File: src/hw/rtl/b64d_pkg.sv
`timescale 1ns / 1ps
// Shared types, class codes and the character classifier for the base64 decoder.
// Depends on nothing. It is imported by every other file of the block.
package b64d_pkg;

  // Class codes returned by the classifier. Values below 64 are sextets.
  localparam logic [7:0] CLS_PAD  = 8'h40;
  localparam logic [7:0] CLS_SKIP = 8'h4F;
  localparam logic [7:0] CLS_BAD  = 8'h80;

  // One decoded result item as it travels to the output register.
  typedef struct packed {
    logic [7:0] data_byte;
    logic       byte_valid;
    logic       message_end;
    logic       decode_error;
  } b64d_result_t;

  // Maps a raw character to its sextet or to one of the class codes.
  function automatic logic [7:0] classify(input logic [7:0] c);
    logic [7:0] cls;
    cls = CLS_BAD;
    if (c >= 8'h41 && c <= 8'h5A) begin
      cls = c - 8'h41;
    end else if (c >= 8'h61 && c <= 8'h7A) begin
      cls = c - 8'h61 + 8'd26;
    end else if (c >= 8'h30 && c <= 8'h39) begin
      cls = c - 8'h30 + 8'd52;
    end else if (c == 8'h2B) begin
      cls = 8'd62;
    end else if (c == 8'h2F) begin
      cls = 8'd63;
    end else if (c == 8'h3D) begin
      cls = CLS_PAD;
    end else if (c == 8'h0D || c == 8'h0A) begin
      cls = CLS_SKIP;
    end
    return cls;
  endfunction

endpackage

File: src/hw/rtl/b64d_in_reg.sv
`timescale 1ns / 1ps
// Input register stage of the base64 decoder: holds one character transaction.
// Depends on b64d_pkg.
module b64d_in_reg
  import b64d_pkg::*;
(
  input  logic       clk,
  input  logic       rst,
  input  logic       s_tvalid,
  output logic       s_tready,
  input  logic [7:0] s_tdata,
  input  logic       s_tlast,
  input  logic       take,
  output logic       valid,
  output logic [7:0] ch,
  output logic       last_char
);

  logic valid_next;

  assign s_tready   = !valid || take;
  assign valid_next = (s_tvalid && s_tready) || (valid && !take);

  always_ff @(posedge clk) begin
    if (rst) begin
      valid <= 1'b0;
    end else begin
      valid <= valid_next;
    end
  end

  always_ff @(posedge clk) begin
    if (s_tvalid && s_tready) begin
      ch        <= s_tdata;
      last_char <= s_tlast;
    end
  end

endmodule

File: src/hw/rtl/b64d_core.sv
`timescale 1ns / 1ps
// Decoding core: group position, previous sextet and padding phase, with the
// logic that turns one registered character into at most one result. Uses b64d_pkg.
module b64d_core
  import b64d_pkg::*;
(
  input  logic         clk,
  input  logic         rst,
  input  logic         valid,
  input  logic [7:0]   ch,
  input  logic         last_char,
  input  logic         out_free,
  output logic         take,
  output logic         res_load,
  output b64d_result_t res
);

  localparam logic [1:0] PH_DATA = 2'd0;
  localparam logic [1:0] PH_PAD1 = 2'd1;
  localparam logic [1:0] PH_DONE = 2'd2;
  localparam logic [1:0] PH_ERR  = 2'd3;

  logic [1:0] group_pos, group_pos_next;
  logic [5:0] prev_sextet, prev_sextet_next;
  logic [1:0] phase, phase_next;
  logic [7:0] cls;
  logic       is_data;
  logic       have_byte;
  logic [7:0] byte_val;
  logic       has_result;
  logic       bad;

  assign cls     = classify(ch);
  assign is_data = (cls[7:6] == 2'b00);

  always_comb begin
    group_pos_next   = group_pos;
    prev_sextet_next = prev_sextet;
    phase_next       = phase;
    have_byte        = 1'b0;
    byte_val         = 8'd0;
    unique case (phase)
      PH_DATA: begin
        if (is_data) begin
          case (group_pos)
            2'd0: have_byte = 1'b0;
            2'd1: begin
              byte_val  = {prev_sextet, cls[5:4]};
              have_byte = 1'b1;
            end
            2'd2: begin
              byte_val  = {prev_sextet[3:0], cls[5:2]};
              have_byte = 1'b1;
            end
            default: begin
              byte_val  = {prev_sextet[1:0], cls[5:0]};
              have_byte = 1'b1;
            end
          endcase
          prev_sextet_next = cls[5:0];
          group_pos_next   = group_pos + 2'd1;
        end else if (cls == CLS_PAD) begin
          if (group_pos == 2'd2) begin
            phase_next = PH_PAD1;
          end else if (group_pos == 2'd3) begin
            phase_next = PH_DONE;
          end else begin
            phase_next = PH_ERR;
          end
        end else if (cls != CLS_SKIP) begin
          phase_next = PH_ERR;
        end
      end
      PH_PAD1: begin
        if (cls == CLS_PAD) begin
          phase_next = PH_DONE;
        end else if (cls != CLS_SKIP) begin
          phase_next = PH_ERR;
        end
      end
      PH_DONE: begin
        if (cls != CLS_SKIP) begin
          phase_next = PH_ERR;
        end
      end
      default: phase_next = PH_ERR;
    endcase
  end

  // The end-of-message verdict looks at the state as this character leaves it.
  assign bad = (phase_next == PH_ERR) || (phase_next == PH_PAD1) ||
               (phase_next == PH_DATA && group_pos_next != 2'd0);

  assign has_result = have_byte || last_char;
  assign take       = valid && (!has_result || out_free);
  assign res_load   = take && has_result;

  assign res.data_byte    = byte_val;
  assign res.byte_valid   = have_byte;
  assign res.message_end  = last_char;
  assign res.decode_error = last_char && bad;

  always_ff @(posedge clk) begin
    if (rst) begin
      group_pos   <= 2'd0;
      prev_sextet <= 6'd0;
      phase       <= PH_DATA;
    end else if (take) begin
      if (last_char) begin
        group_pos   <= 2'd0;
        prev_sextet <= 6'd0;
        phase       <= PH_DATA;
      end else begin
        group_pos   <= group_pos_next;
        prev_sextet <= prev_sextet_next;
        phase       <= phase_next;
      end
    end
  end

endmodule

File: src/hw/rtl/b64d_out_reg.sv
`timescale 1ns / 1ps
// Output register of the base64 decoder: holds one result transaction until taken.
// Depends on b64d_pkg for the result type.
module b64d_out_reg
  import b64d_pkg::*;
(
  input  logic         clk,
  input  logic         rst,
  input  logic         load,
  input  b64d_result_t res,
  output logic         out_free,
  output logic         m_tvalid,
  input  logic         m_tready,
  output logic [7:0]   m_tdata,
  output logic         m_tlast,
  output logic [1:0]   m_tuser
);

  b64d_result_t held;
  logic         m_tvalid_next;

  assign out_free      = !m_tvalid || m_tready;
  assign m_tvalid_next = load || (m_tvalid && !m_tready);

  always_ff @(posedge clk) begin
    if (rst) begin
      m_tvalid <= 1'b0;
    end else begin
      m_tvalid <= m_tvalid_next;
    end
  end

  always_ff @(posedge clk) begin
    if (load) begin
      held <= res;
    end
  end

  assign m_tdata = held.data_byte;
  assign m_tlast = held.message_end;
  assign m_tuser = {held.decode_error, held.byte_valid};

endmodule

File: src/hw/rtl/base64_stream_decoder.sv
`timescale 1ns / 1ps
// Top level of the streaming base64 decoder.
// Depends on b64d_pkg, b64d_in_reg, b64d_core and b64d_out_reg.
//
// This block decodes standard base64 text (A-Z a-z 0-9 + / with '=' padding)
// at one character per clock. Each input transaction carries one character
// in s_tdata, with s_tlast marking the final character of a message. CR and
// LF are skipped anywhere. A decoded byte leaves as soon as the second, third
// or fourth character of a four-character group arrives; characters that
// complete no byte and do not end the message produce no output transaction.
// The transaction for the last character always appears, with m_tlast set and
// the final status in m_tuser[1]: 0 for a well-formed message, 1 for a
// malformed one (bad character, misplaced padding, data after padding, or an
// incomplete final group). After an error no further bytes are emitted, and a
// caller that sees the error should discard the bytes of that message. The
// path is an input register, combinational classification and decoding
// against the group state, and an output register. A character's result is
// registered in the output register, and a new character is accepted every
// cycle while the output keeps pace. While a finished result waits in the
// output register, the input register still accepts characters that produce
// no result and passes them through; a character that produces a result stays
// in the input register, and s_tready stays low, until the output register is
// free. All state returns to its reset value after each last character.
module base64_stream_decoder
  import b64d_pkg::*;
(
  input  logic       clk,
  input  logic       rst,
  input  logic       s_tvalid,
  output logic       s_tready,
  input  logic [7:0] s_tdata,  // [7:0] ch
  input  logic       s_tlast,  // last_char
  output logic       m_tvalid,
  input  logic       m_tready,
  output logic [7:0] m_tdata,  // [7:0] data_byte
  output logic       m_tlast,  // message_end
  output logic [1:0] m_tuser   // [0] byte_valid, [1] decode_error
);

  logic         in_valid;
  logic [7:0]   in_ch;
  logic         in_last;
  logic         take;
  logic         res_load;
  logic         out_free;
  b64d_result_t res;

  // Input stage: one character waits here while the core decides on it.
  b64d_in_reg u_in_reg (
    .clk       (clk),
    .rst       (rst),
    .s_tvalid  (s_tvalid),
    .s_tready  (s_tready),
    .s_tdata   (s_tdata),
    .s_tlast   (s_tlast),
    .take      (take),
    .valid     (in_valid),
    .ch        (in_ch),
    .last_char (in_last)
  );

  // The core consumes a character when it yields no result, or when the
  // output register can take the result in the same cycle.
  b64d_core u_core (
    .clk       (clk),
    .rst       (rst),
    .valid     (in_valid),
    .ch        (in_ch),
    .last_char (in_last),
    .out_free  (out_free),
    .take      (take),
    .res_load  (res_load),
    .res       (res)
  );

  b64d_out_reg u_out_reg (
    .clk      (clk),
    .rst      (rst),
    .load     (res_load),
    .res      (res),
    .out_free (out_free),
    .m_tvalid (m_tvalid),
    .m_tready (m_tready),
    .m_tdata  (m_tdata),
    .m_tlast  (m_tlast),
    .m_tuser  (m_tuser)
  );

endmodule
File: config.mk
export PLATFORM = sky130hd
export DESIGN_NAME = base64_stream_decoder
export DESIGN_NICKNAME = d
export VERILOG_FILES = /design/src/hw/rtl/b64d_pkg.sv /design/src/hw/rtl/b64d_in_reg.sv /design/src/hw/rtl/b64d_core.sv /design/src/hw/rtl/b64d_out_reg.sv /design/src/hw/rtl/base64_stream_decoder.sv
export SDC_FILE = /design/constraint.sdc
export NUM_CORES = 1
export LEC_CHECK = 0
export ABC_AREA = 1
export ABC_CLOCK_PERIOD_IN_PS = 4400
export BUFFER_PORTS_ARGS = -buffer_cell sky130_fd_sc_hd__buf_2
export CORE_ASPECT_RATIO = 0.6
export CORE_MARGIN = 2
export CORE_UTILIZATION = 30
export CTS_BUF_LIST = sky130_fd_sc_hd__clkbuf_8
export DETAILED_ROUTE_END_ITERATION = 8
export PLACE_DENSITY = 0.52
export REMOVE_ABC_BUFFERS = 1
export SYNTH_ARGS = -nofsm -noshare
export SYNTH_HDL_FRONTEND = slang
export SYNTH_SLANG_ARGS = --single-unit
File: constraint.sdc
create_clock -name clk -period 4.4 [get_ports clk]
set_input_delay 0.22 -clock clk [delete_from_list [all_inputs] [get_ports clk]]
set_output_delay 0.22 -clock clk [all_outputs]
set_load 0.005 [all_outputs]
==> results of run 1 <==
[metal layers]
layer	wire length (um)	vias up
met5	0	-
met4	40	0
met3	574	4
met2	1980	89
met1	3440	966
li1	-	1121
[cell families (layout without fill, tap and decap cells)]
logic type / Yosys count / after routing
AOI/OAI and AO/OA: 46 / 46
xor gates and xnor gates: 4 / 4
adders and majority gates: 14 / 14
buffers and inverters: 54 / 80
DFF: 32 / 32
and+or+nand+nor: 184 / 184
[power breakdown]
group	total, mW	switching, mW	internal (mW)
clock	0.232	0.109	0.123
sequential	0.345	0.0155	0.330
combinational	0.139	0.0948	0.0438
[sequential cells by signal (all words and copies together) (netlist names)]
name / count
u_out_reg.m_tdata: 8
u_core.group_pos: 2
u_out_reg.m_tlast: 1
u_in_reg.valid: 1
u_in_reg.ch: 8
u_core.phase: 2
u_out_reg.m_tvalid: 1
u_core.prev_sextet: 6
u_in_reg.last_char: 1
u_out_reg.m_tuser: 2
[worst max-delay path: cells and delay by family, from the launching register on]
family | cells | cell delay, ps
AO/OA/AOI/OAI | 1 | 140
buffers and inverters | 3 | 360
flip-flops | 1 | 450
adder cells (fa/ha/maj) | 1 | 270
AND/OR/NAND/NOR | 12 | 1460
[layout make-up]
type                       instances  area (um^2)
multi-input combinational        248         1310
inverter                          47          183
tap                              108          135
sequential                        32          841
timing repair buffer              25          125
clock inverter                     2         7.51
clock buffer                       6         82.6
fill                             840         5130
[how the worst max path moves through the flow]
stage / startpoint / slack, ps / endpoint
floorplan: u_in_reg.ch[2] / 1940 / u_out_reg.m_tuser[1]
global route: u_in_reg.ch[0] / 1200 / u_out_reg.m_tuser[1]
finish: u_in_reg.ch[0] / 1460 / u_out_reg.m_tuser[1]
global placement: u_in_reg.ch[0] / 1430 / u_out_reg.m_tuser[1]
detailed placement: u_in_reg.ch[0] / 1480 / u_out_reg.m_tuser[1]
CTS: u_in_reg.ch[0] / 1480 / u_out_reg.m_tuser[1]
[placed cells by master (no fill, tap or decap), types with 2 or more instances in the layout]
cell	netlist	routed
nand4_1	2	2
dfxtp_1	12	12
a211oi_1	2	2
o21ai_1	2	2
ha_1	14	14
o21ai_0	12	12
nand2_4	3	3
xor2_1	3	3
edfxtp_1	20	20
clkbuf_8	0	6
nor2_2	8	8
nand2_1	99	99
inv_2	8	8
inv_1	36	37
nand3_1	22	22
nand2_2	12	12
o22ai_1	2	2
buf_2	0	25
nor2_1	31	31
nand3_2	2	2
a221oi_1	3	3
a21oi_2	5	5
a21oi_1	18	18
inv_4	2	2
[per-stage QoR]
step / hold WS, ps / total power, mW / worst slack, ps / instances / cell area [um^2]
floorplan: 282 / 0.446 / 1940 / 327 / 2340
global placement: 397 / 0.492 / 1430 / 460 / 2600
detailed placement: 398 / 0.488 / 1480 / 460 / 2600
CTS: 88.0 / 0.722 / 1480 / 468 / 2690
global route: 82.2 / 0.758 / 1200 / 468 / 2690
finish: 103 / 0.716 / 1460 / 468 / 2690
==> results.py, run 1 <==
metrics = {
    "sta": {
        "finClkSkew_ps": 9.44,
        "post-route-min-period_ps": 2940,
        "slew_headroom_pct": 68.0,
        "tightest_slew_ps": 480,
        "setup_viol": 0,
        "fin_tns_setup_ps": 0,
        "max_freq_mhz": 341,
        "rsz0062_at_grt": "false",
        "fin_crit_sh_pct": 66.7,
        "drv_slew": 0,
        "hold_viol": 0,
    },
    "grt": {
        "grt-ovfl-total": 0,
        "grt_pass1_vias": 1936,
        "grt_pass1_wl_um": 10000,
        "grt_usage_pct": 15.1,
        "use_met2_pct": 17.8,
        "busiest_layer": "met1",
        "use_met1_pct": 24.9,
        "grt_use_met3_pct": 4.89,
        "grt_max_degree": 15,
        "antenna_found_initial": 0,
    },
    "run": {
        "cap_viol_max_count": 0,
    },
    "yosys": {
        "avgSynthCellArea_um2": 7.19,
        "yosysSeqAreaShare_pct": 35.0,
        "syn_area_um2": 2400,
        "synth_area_leader_cell": "edfxtp_1",
        "ys_ff_latch": 32,
        "synth_top_family_by_area": "simple AND/OR/NAND/NOR gates",
        "yosys-top-cells-area": "edfxtp_1 25%, nand2_1 15%, dfxtp_1 10%",
        "synth_top_area_share_pct": 25.0,
        "yosysUniqueCellTypes": 33,
        "yosys_warnings": 0,
        "yosys_most_used_dff": "edfxtp_1",
        "yosysMostFrequentCell": "nand2_1",
        "synth_common_cells": "99 x nand2_1, 36 x inv_1, 31 x nor2_1, 22 x nand3_1, 20 x edfxtp_1",
        "async_flop_share_pct": 0,
        "synth-compound-area-share_pct": 11.5,
        "synth_fa_ha_area_share_pct": 7.30,
        "synth-simple-area-share_pct": 34.5,
        "synthXorXnorAreaFrac_pct": 1.46,
        "synthMuxAreaShare_pct": 0,
        "synthCells": 334,
        "synth-edff-count": 20,
    },
    "hold_path": {
        "hold_path_end": "u_in_reg.ch[4]",
        "hold_depth": 1,
        "worstHoldPathType": "in -> reg",
        "min_from": "s_tdata[4]",
    },
    "clock_tree": {
        "post_cts_buffers": 0,
        "clock_path_buffers": 2,
        "cts_hold_buf": 0,
        "clk_pin_slew_ps": 70,
        "cts-resized-gates": 0,
        "cts_htree_levels": 2,
        "cts_made_buffers": 5,
        "clock_sinks": 32,
        "cts_root_buffer": "clkbuf_8",
        "cts_tree": "done",
        "clock_latency_ps": 290,
    },
    "placed_design": {
        "gp_congestion": 0.896,
        "dpl.hpwl_um": 4830,
        "port_buffers": 25,
    },
    "detailed_routing": {
        "via_per_inst": 4.66,
        "vias": 2180,
        "dr.pass1.iters": 5,
        "routedWlPerCell_um": 12.9,
        "ant_nets": 0,
        "drtIter0Drc": 243,
        "wl_um": 6030,
        "post-route-drc-count": 0,
    },
    "critical_path": {
        "crit_required_ps": 4450,
        "path_cells": "inv_1 -> ha_1 -> inv_1 -> nand2_1 -> nand2_1 -> nor2_1 -> nor2_2 -> nand2_2 -> inv_2 -> nor2_1 -> nand2_2 -> nand3_2 -> nand2_1 -> nand2_1 -> or2_0 -> a21oi_1 -> nor2_1",
        "cp_slowest_cell": "edfxtp_1",
        "crit_top_cell": "nand2_1",
        "reg2reg_to": "u_out_reg.m_tuser[1]",
        "crit_fanout": 14,
        "crit_arrival_ps": 2990,
        "r2r_start": "u_in_reg.ch[0]",
        "start_kind": "register",
        "worstSetupEndpointType": "register",
        "r2r_slack_ps": 1460,
        "crit_type": "reg -> reg",
        "max_stage_delay_ps": 450,
        "rr_worst_depth": 17,
    },
    "floorplanning": {
        "core_um2": 7820,
        "die_w_um": 119,
        "ios": 26,
        "dieArea_um2": 8750,
        "initial_core_util_pct": 30.7,
        "rows": 25,
        "die_h_um": 73.3,
    },
    "finish": {
        "final_core_util_pct": 34.4,
        "drive_gt1_share_pct": 20.6,
        "layout.nets": 386,
        "n_antenna_cell": 0,
        "syn_to_final_growth_pct": 11.9,
    },
    "run_status": {
        "status": "complete, no violations",
    },
    "pwr": {
        "peakVddDrop_mv": 0.144,
        "p_leak_nw": 1.24,
        "powerDensity_nw_per_um2": 266,
    },
}
Note: power is estimated with default switching activity, not from simulation.
==> run 2: changes to the inputs <==
--- a/config.mk
+++ b/config.mk
@@ -6,14 +6,14 @@
 export NUM_CORES = 1
 export LEC_CHECK = 0
 export ABC_AREA = 1
-export ABC_CLOCK_PERIOD_IN_PS = 4400
+export ABC_CLOCK_PERIOD_IN_PS = 2360
 export BUFFER_PORTS_ARGS = -buffer_cell sky130_fd_sc_hd__buf_2
 export CORE_ASPECT_RATIO = 0.6
 export CORE_MARGIN = 2
 export CORE_UTILIZATION = 30
 export CTS_BUF_LIST = sky130_fd_sc_hd__clkbuf_8
 export DETAILED_ROUTE_END_ITERATION = 8
-export PLACE_DENSITY = 0.52
+export PLACE_DENSITY = 0.54
 export REMOVE_ABC_BUFFERS = 1
 export SYNTH_ARGS = -nofsm -noshare
 export SYNTH_HDL_FRONTEND = slang
==> constraint.sdc (replaced) <==
create_clock -name clk -period 2.36 [get_ports clk]
set_input_delay 0.118 -clock clk [delete_from_list [all_inputs] [get_ports clk]]
set_output_delay 0.118 -clock clk [all_outputs]
set_load 0.005 [all_outputs]
==> run 2 against run 1 <==
Critical path depth down 1. Largest power group unchanged. Clock skew fell by 2.3 ps. Non-clock buffer count grew 64. The run now ends with negative setup slack left. First-iteration DRC count down 12%. Count of clock-buffer cells in the layout decreased by 1. Power up 110%. Cell count is 14% higher. Combinational power increased to 3.2 times the previous value. Largest cell class unchanged.
==> results.py, run 2 (synthesized netlist as in run 1, its figures left out) <==
metrics = {
    "pwr": {
        "peakVddDrop_mv": 0.218,
        "power_mw": 1.49,
        "powerDensity_nw_per_um2": 428,
        "p_leak_nw": 1.57,
    },
    "finish": {
        "final_cells": 533,
        "layout_common_cells": "82 x nand2_1, 47 x buf_4, 31 x inv_1",
        "final_common_cell": "nand2_1",
        "multiInputGateArea_um2": 1540,
        "drive_gt1_share_pct": 41.6,
        "layout.nets": 451,
        "fillCellCount": 805,
        "final_core_util_pct": 44.5,
        "syn_to_final_growth_pct": 45.2,
        "n_antenna_cell": 0,
        "seqCellArea_um2": 841,
    },
    "grt": {
        "antenna_found_initial": 0,
        "grt_max_degree": 15,
        "grt-ovfl-total": 0,
        "grt_usage_pct": 15.9,
        "grt_pass1_wl_um": 10900,
        "grt_pass1_vias": 2189,
    },
    "critical_path": {
        "max_stage_delay_ps": 470,
        "path_cells": "buf_6 -> ha_4 -> nand2_2 -> nand2_2 -> nand3_1 -> nand2_2 -> o21ai_0 -> nand3_1 -> nand2_1 -> nand2_1 -> nor2_4 -> nand3_1 -> nand2_1 -> nand2_2 -> a21oi_1 -> nor2_1",
        "crit_top_cell": "nand2_2",
        "crit_required_ps": 2400,
        "worstPathBufferInverterCount": 1,
        "cp_slowest_cell": "edfxtp_1",
        "crit_fanout": 5,
        "crit_type": "reg -> reg",
        "worstSetupEndpointType": "register",
        "crit_arrival_ps": 2520,
        "crit_family": "simple AND/OR/NAND/NOR gates",
        "start_kind": "register",
    },
    "sta": {
        "tightest_slew_ps": 504,
        "whs_ps": 79.1,
        "finClkSkew_ps": 7.09,
        "fin_crit_sh_pct": 105,
        "rsz0062_at_grt": "true",
        "post-route-min-period_ps": 2480,
        "setup_viol": 31,
        "max_freq_mhz": 403,
        "setup_slack_ps": -122,
        "drv_slew": 0,
        "slew_headroom_pct": 66.4,
        "hold_viol": 0,
    },
    "clock_tree": {
        "clock_path_buffers": 2,
        "cts_made_buffers": 5,
        "cts_htree_levels": 2,
        "clock_sinks": 32,
        "cts_tree": "done",
        "clock_latency_ps": 290,
        "cts_root_buffer": "clkbuf_8",
        "clk_pin_slew_ps": 70,
    },
    "run_status": {
        "violations": "negative setup slack",
        "status": "finished with violations",
    },
    "floorplanning": {
        "die_w_um": 119,
        "core_um2": 7820,
        "die_h_um": 73.3,
        "initial_core_util_pct": 30.7,
        "dieArea_um2": 8750,
        "rows": 25,
        "ios": 26,
    },
    "detailed_routing": {
        "vias": 2472,
        "dr.pass1.iters": 4,
        "wl_um": 6970,
        "via_per_inst": 4.64,
        "post-route-drc-count": 0,
        "drtIter0Drc": 214,
        "ant_nets": 0,
        "routedWlPerCell_um": 13.1,
    },
    "hold_path": {
        "worstHoldPathType": "in -> reg",
    },
    "run": {
        "cap_viol_max_count": 0,
    },
    "placed_design": {
        "dpl.hpwl_um": 5070,
        "gp_congestion": 0.882,
        "port_buffers": 25,
        "dp.cells": 497,
    },
}
==> run 2: worst min-delay path: cells and delay by family <==
| family | cells | cell delay (ps) |
|---|---|---|
| AOI/OAI and AO/OA | 1 | 50 |
| buffers and inverters | 2 | 160 |
==> run 2: worst paths after layout <==
kind                                 to             startpoint  cells past startpoint  slack, ps
hold reg to reg   u_core.prev_sextet[4]  u_core.prev_sextet[4]                      2        470
hold / removal           u_in_reg.valid               s_tvalid                      3         80
setup / recovery   u_out_reg.m_tuser[1]         u_in_reg.ch[3]                     16       -120
setup reg to reg   u_out_reg.m_tuser[1]         u_in_reg.ch[3]                     16       -120
==> run 2: area by class of cell <==
class / instances / share of cell area (%)
Clock buffer: 5 / 1.98
Clock inverter: 3 / 0.431
Inverter: 47 / 5.71
Multi-Input combinational cell: 248 / 44.3
Sequential cell: 32 / 24.1
Tap cell: 108 / 3.88
Timing Repair Buffer: 89 / 19.4
Timing Repair inverter: 1 / 0.216
==> run 2: power breakdown <==
group	internal (mW)	switching (mW)
Combinational	0.197	0.249
Sequential	0.614	0.0202
Clock	0.200	0.209
Total	1.01	0.478
==> run 2: through the flow <==
step	setup WS (ps)	TNS (ps)	cell area, um^2
2_1_floorplan	-97.0	-300	2340
3_3_place_gp	-186	-3920	2890
3_5_place_dp	-205	-4050	2890
4_1_cts	-72.5	-949	3220
5_1_grt	-275	-6560	3480
6_report	-122	-2190	3480
==> run 2: layer usage <==
metal | global-route usage (%) | share of wire, % | vias up
met5 | 0 | 0 | -
met4 | 2.75 | 0.50 | 0
met3 | 3.88 | 7.9 | 7
met2 | 21.5 | 39 | 90
met1 | 25.2 | 53 | 1122
li1 | - | - | 1253
==> run 2: what timing repair did <==
| action | in CTS | in global routing |
|---|---|---|
| pin swaps | 10 | 17 |
| hold buffers | 9 | 0 |
| gates cloned | 1 | 0 |
| gates resized for setup | 28 | 48 |
| setup endpoints to repair | 34 | 38 |
| setup buffers | 8 | 10 |
| endpoints found under the hold margin | 9 | 0 |
